### config.mk
export PLATFORM = sky130hd
export DESIGN_NAME = nmt_match
export DESIGN_NICKNAME = d
export VERILOG_FILES = /design/src/nmt_pkg.sv /design/src/nmt_match.sv
export SDC_FILE = /design/constraint.sdc
export NUM_CORES = 1
export LEC_CHECK = 0
export BUFFER_PORTS_ARGS = -buffer_cell sky130_fd_sc_hd__buf_4
export CORE_AREA = 5 5 131 133
export DETAILED_ROUTE_END_ITERATION = 8
export DIE_AREA = 0 0 136 138
export PLACE_DENSITY = 0.68
export SLEW_MARGIN = 20
export SYNTH_ARGS = -nofsm -noshare
export SYNTH_HDL_FRONTEND = slang
export SYNTH_SLANG_ARGS = --single-unit
### constraint.sdc
create_clock -name vclk -period 6
set_input_delay 1.2 -clock vclk [all_inputs]
set_output_delay 1.2 -clock vclk [all_outputs]
set_load 0.02 [all_outputs]
### src/nmt_pkg.sv
`timescale 1ns / 1ps
// Shared types and constants for the NAT mapping table.
// Used by nmt_match and nat_mapping_table; no dependencies.
package nmt_pkg;

  typedef enum logic [1:0] {
    OP_LOOKUP_EXT = 2'd0,
    OP_LOOKUP_INT = 2'd1,
    OP_INSERT     = 2'd2,
    OP_TICK       = 2'd3
  } opcode_t;

  typedef enum logic [1:0] {
    ST_FOUND     = 2'd0,
    ST_NOT_FOUND = 2'd1,
    ST_FULL      = 2'd2,
    ST_TICK_DONE = 2'd3
  } status_t;

  typedef enum logic [1:0] {
    CFG_EXTERNAL_IP = 2'd0,
    CFG_EXPIRY      = 2'd1,
    CFG_FIRST_PORT  = 2'd2
  } cfg_index_t;

  localparam logic       KIND_ICMP      = 1'b0;
  localparam logic [15:0] FIRST_PORT_RST = 16'd1024;
  localparam logic [15:0] EXPIRY_RST     = 16'd60;

  typedef struct packed {
    opcode_t     opcode;
    logic [31:0] internal_ip;
    logic [15:0] internal_port;
    logic [15:0] external_port;
    logic        mapping_kind;
  } req_t;

  typedef struct packed {
    status_t     status;
    logic [31:0] found_internal_ip;
    logic [15:0] found_internal_port;
    logic [31:0] found_external_ip;
    logic [15:0] found_external_port;
    logic        found_kind;
    logic [31:0] found_stamp;
  } rsp_t;

  // one table word
  typedef struct packed {
    logic        valid;
    logic [31:0] internal_ip;
    logic [15:0] internal_port;
    logic [31:0] external_ip;
    logic [15:0] external_port;
    logic        kind;
    logic [31:0] stamp;
    logic [31:0] age_order;
  } entry_t;

  // per-entry verdict from the compare unit
  typedef struct packed {
    logic        hit;
    logic        free;
    logic        expired;
    logic [31:0] order_gap;
  } eval_t;

endpackage

### src/nmt_match.sv
`timescale 1ns / 1ps
// Compare unit shared by all operations: judges one table word per cycle.
// Depends on nmt_pkg.
module nmt_match (
  input  nmt_pkg::entry_t entry,
  input  nmt_pkg::req_t   req,
  input  logic [31:0]     now_seconds,
  input  logic [15:0]     expiry,
  input  logic [31:0]     newest_order,
  output nmt_pkg::eval_t  ev
);
  import nmt_pkg::*;

  logic [31:0] age;
  logic        key_eq;

  always_comb begin
    case (req.opcode)
      OP_LOOKUP_EXT: key_eq = entry.external_port == req.external_port;
      OP_LOOKUP_INT: key_eq = entry.internal_port == req.internal_port &&
                              entry.internal_ip == req.internal_ip;
      default:       key_eq = 1'b0;
    endcase
  end

  assign age          = now_seconds - entry.stamp;
  assign ev.hit       = entry.valid && entry.kind == req.mapping_kind && key_eq;
  assign ev.free      = !entry.valid;
  assign ev.expired   = entry.valid && entry.kind == KIND_ICMP && age > {16'd0, expiry};
  // wrapping distance from the newest insert; smaller is newer
  assign ev.order_gap = newest_order - entry.age_order;

endmodule

==> impl_results.md <==
- Syn-to-layout area delta: 62.3%
- Initial Util: 30.3%
- Placed cell count: 1239
- Final WS setup: -0.352 ns
- Final instance area: 0.00773 sq mm
- Area leader, netlist: ha_1
- Final hold vios: 0
- # setup viols final: 1
- Count of pins over their slew limit: 0
- Final cell count without fillers: 1240
- DRC: 0
- Fraction of layout cells with a size suffix above 1: 37.9%
- Largest stage delay on the critical path: 0.37 ns
- Antenna viol nets, final: 0
- Mapped Cells: 682
- Slew of the pin with the lowest slew margin: 0.735 ns
- Synth top cells by count: 98 x inv_1, 78 x ha_1, 61 x xor2_1
- Die Y: 138 um
- PortBufs: 312
- DP Area: 0.00762 sq mm
- Sequential Area: 0 sq um
- Fillers: 1623
- Critical path startpoint category: input port
- RSZ-0062 raised after global routing: true
- Hold WC Path Type: input port to output pin
- Tmin final: 6.35 ns
- Antenna diode count: 0
- Total GRT Usage: 18.2%
- Netlist cell types: 73
- Final HPWL DP: 17000 um
- Row count: 46
- Die X: 136 um
- P per Cell Area: 106 mW/mm^2
- Die footprint: 0.0188 sq mm
- Top-count cell post-synth: inv_1
- Hold-fix buffers, CTS: 0
- Routed WL: 18500 um
- Setup TNS: -0.352 ns
- Worst path arrival time: 5.15 ns
- Max Cap Viol: 0
- Post-placement setup slack: -0.654 ns
- Syn avg cell area: 6.98 sq um
- CORE AREA: 0.0157 sq mm
- Critical Path RT: 4.80 ns
- Pre-antenna DRT Iters: 4
- Worst slew margin: 50.4%
- DRT iter0 DRCs: 182
- CP Class: input port to output pin
- Pin count of the biggest net entering global routing: 11
- Synth warnings: 0
- Top post-synthesis cells by area: ha_1 20%, xor2_1 11%, xnor2_1 8.8%
- First-pass GRT wire length: 28800 um
- Crit path max fanout: 3
- Total Power: 0.000822 W
- Highest clock rate: 157 MHz
- Vias per cell: 4.81
- Cell chain of the critical path: buf_8 -> inv_4 -> ha_4 -> nor2b_4 -> o2111ai_2 -> a21boi_2 -> o41a_1 -> a21oi_2 -> buf_4 -> xnor2_2 -> ha_1 -> a21o_1 -> a21oi_2 -> nor2b_1 -> o32a_1 -> a31oi_1 -> nand4b_1 -> nor4_2 -> nand4_1 -> a2111oi_4 -> a311oi_2 -> buf_4
- Vias in the first global route: 5898
- Leak: 4.07 nW
- DR WL/cell: 14.9 um
- Grt ovf: 0
- Vias: 5961
- Num sequential: 0
- Routability Congestion: 0.919
- Final Cycle Share: 106%
- # IOs: 344
- Failing checks: negative setup slack
- Mapped Nets: 1071
- Status: complete, but fails checks
- Synth top area share: 20.5%
- Post-Syn Area: 0.00476 sq mm
- CP Capture Type: output pin
- Sequential fraction of the synthesis area: 0%
- Peak supply drop: 0.0453 mV
- Layout net count: 1415
- Crit-path slowest cell: o41a_1
- Antenna violations before repair: 0
- Clock buffers: 0
## layer usage
layer	share of wire (%)	GRT usage, %
met2	48	33.0
met1	42	22.7
met3	7.6	2.83
met5	0	0
met4	2.3	3.29
## logic make-up after synthesis
logic type / share of synthesized area (%)
compound gates: 27.4
xor+xnor: 20.0
fa+ha+maj: 21.3
buf+inv: 8.30
mux: 1.10
simple gates: 21.9
## through the flow
stage               utilization (%)  hold WS, ns
finish                         49.2         2.66
global route                   49.2         2.68
CTS                            49.0         2.67
detailed placement             48.5         2.67
global placement               48.5         2.66
floorplan                         -         2.45
## critical path: cells and delay by family
kind | cells | cell delay, ns
buf+inv | 4 | 0.48
xor+xnor | 1 | 0.10
fa+ha+maj | 2 | 0.44
compound gates | 10 | 2.14
simple gates | 5 | 0.79
## layout make-up
class	instances	area (sq um)	area share (%)
Tap cell	216	270	3.50
Timing Repair Buffer	347	2620	33.9
Inverter	99	374	4.84
Multi-Input combinational cell	578	4470	57.8
## final timing paths
kind                      start      to  cells past startpoint
worst max-delay path  entry[33]  ev[32]                     22
worst min-delay path    req[66]  ev[34]                      3
## repair_timing
action                     CTS  global route
setup endpoints to repair    1             1
setup buffers                1             0
gates resized for setup     15             8
pin swaps                   17            11
## power breakdown
part           total (W)  switching [W]  internal [W]
clock network          0              0             0
logic           0.000822       0.000403      0.000419
registers              0              0             0
## placed cells by master (no fill, tap or decap), drive strengths merged, types with 19 or more instances in the layout
master	count
a21oi	51
nor2	48
xnor2	48
o21ai	31
inv	99
buf	347
ha	78
xor2	61
a21o	19
nand2	46
Power figures use the tool's default switching activity.
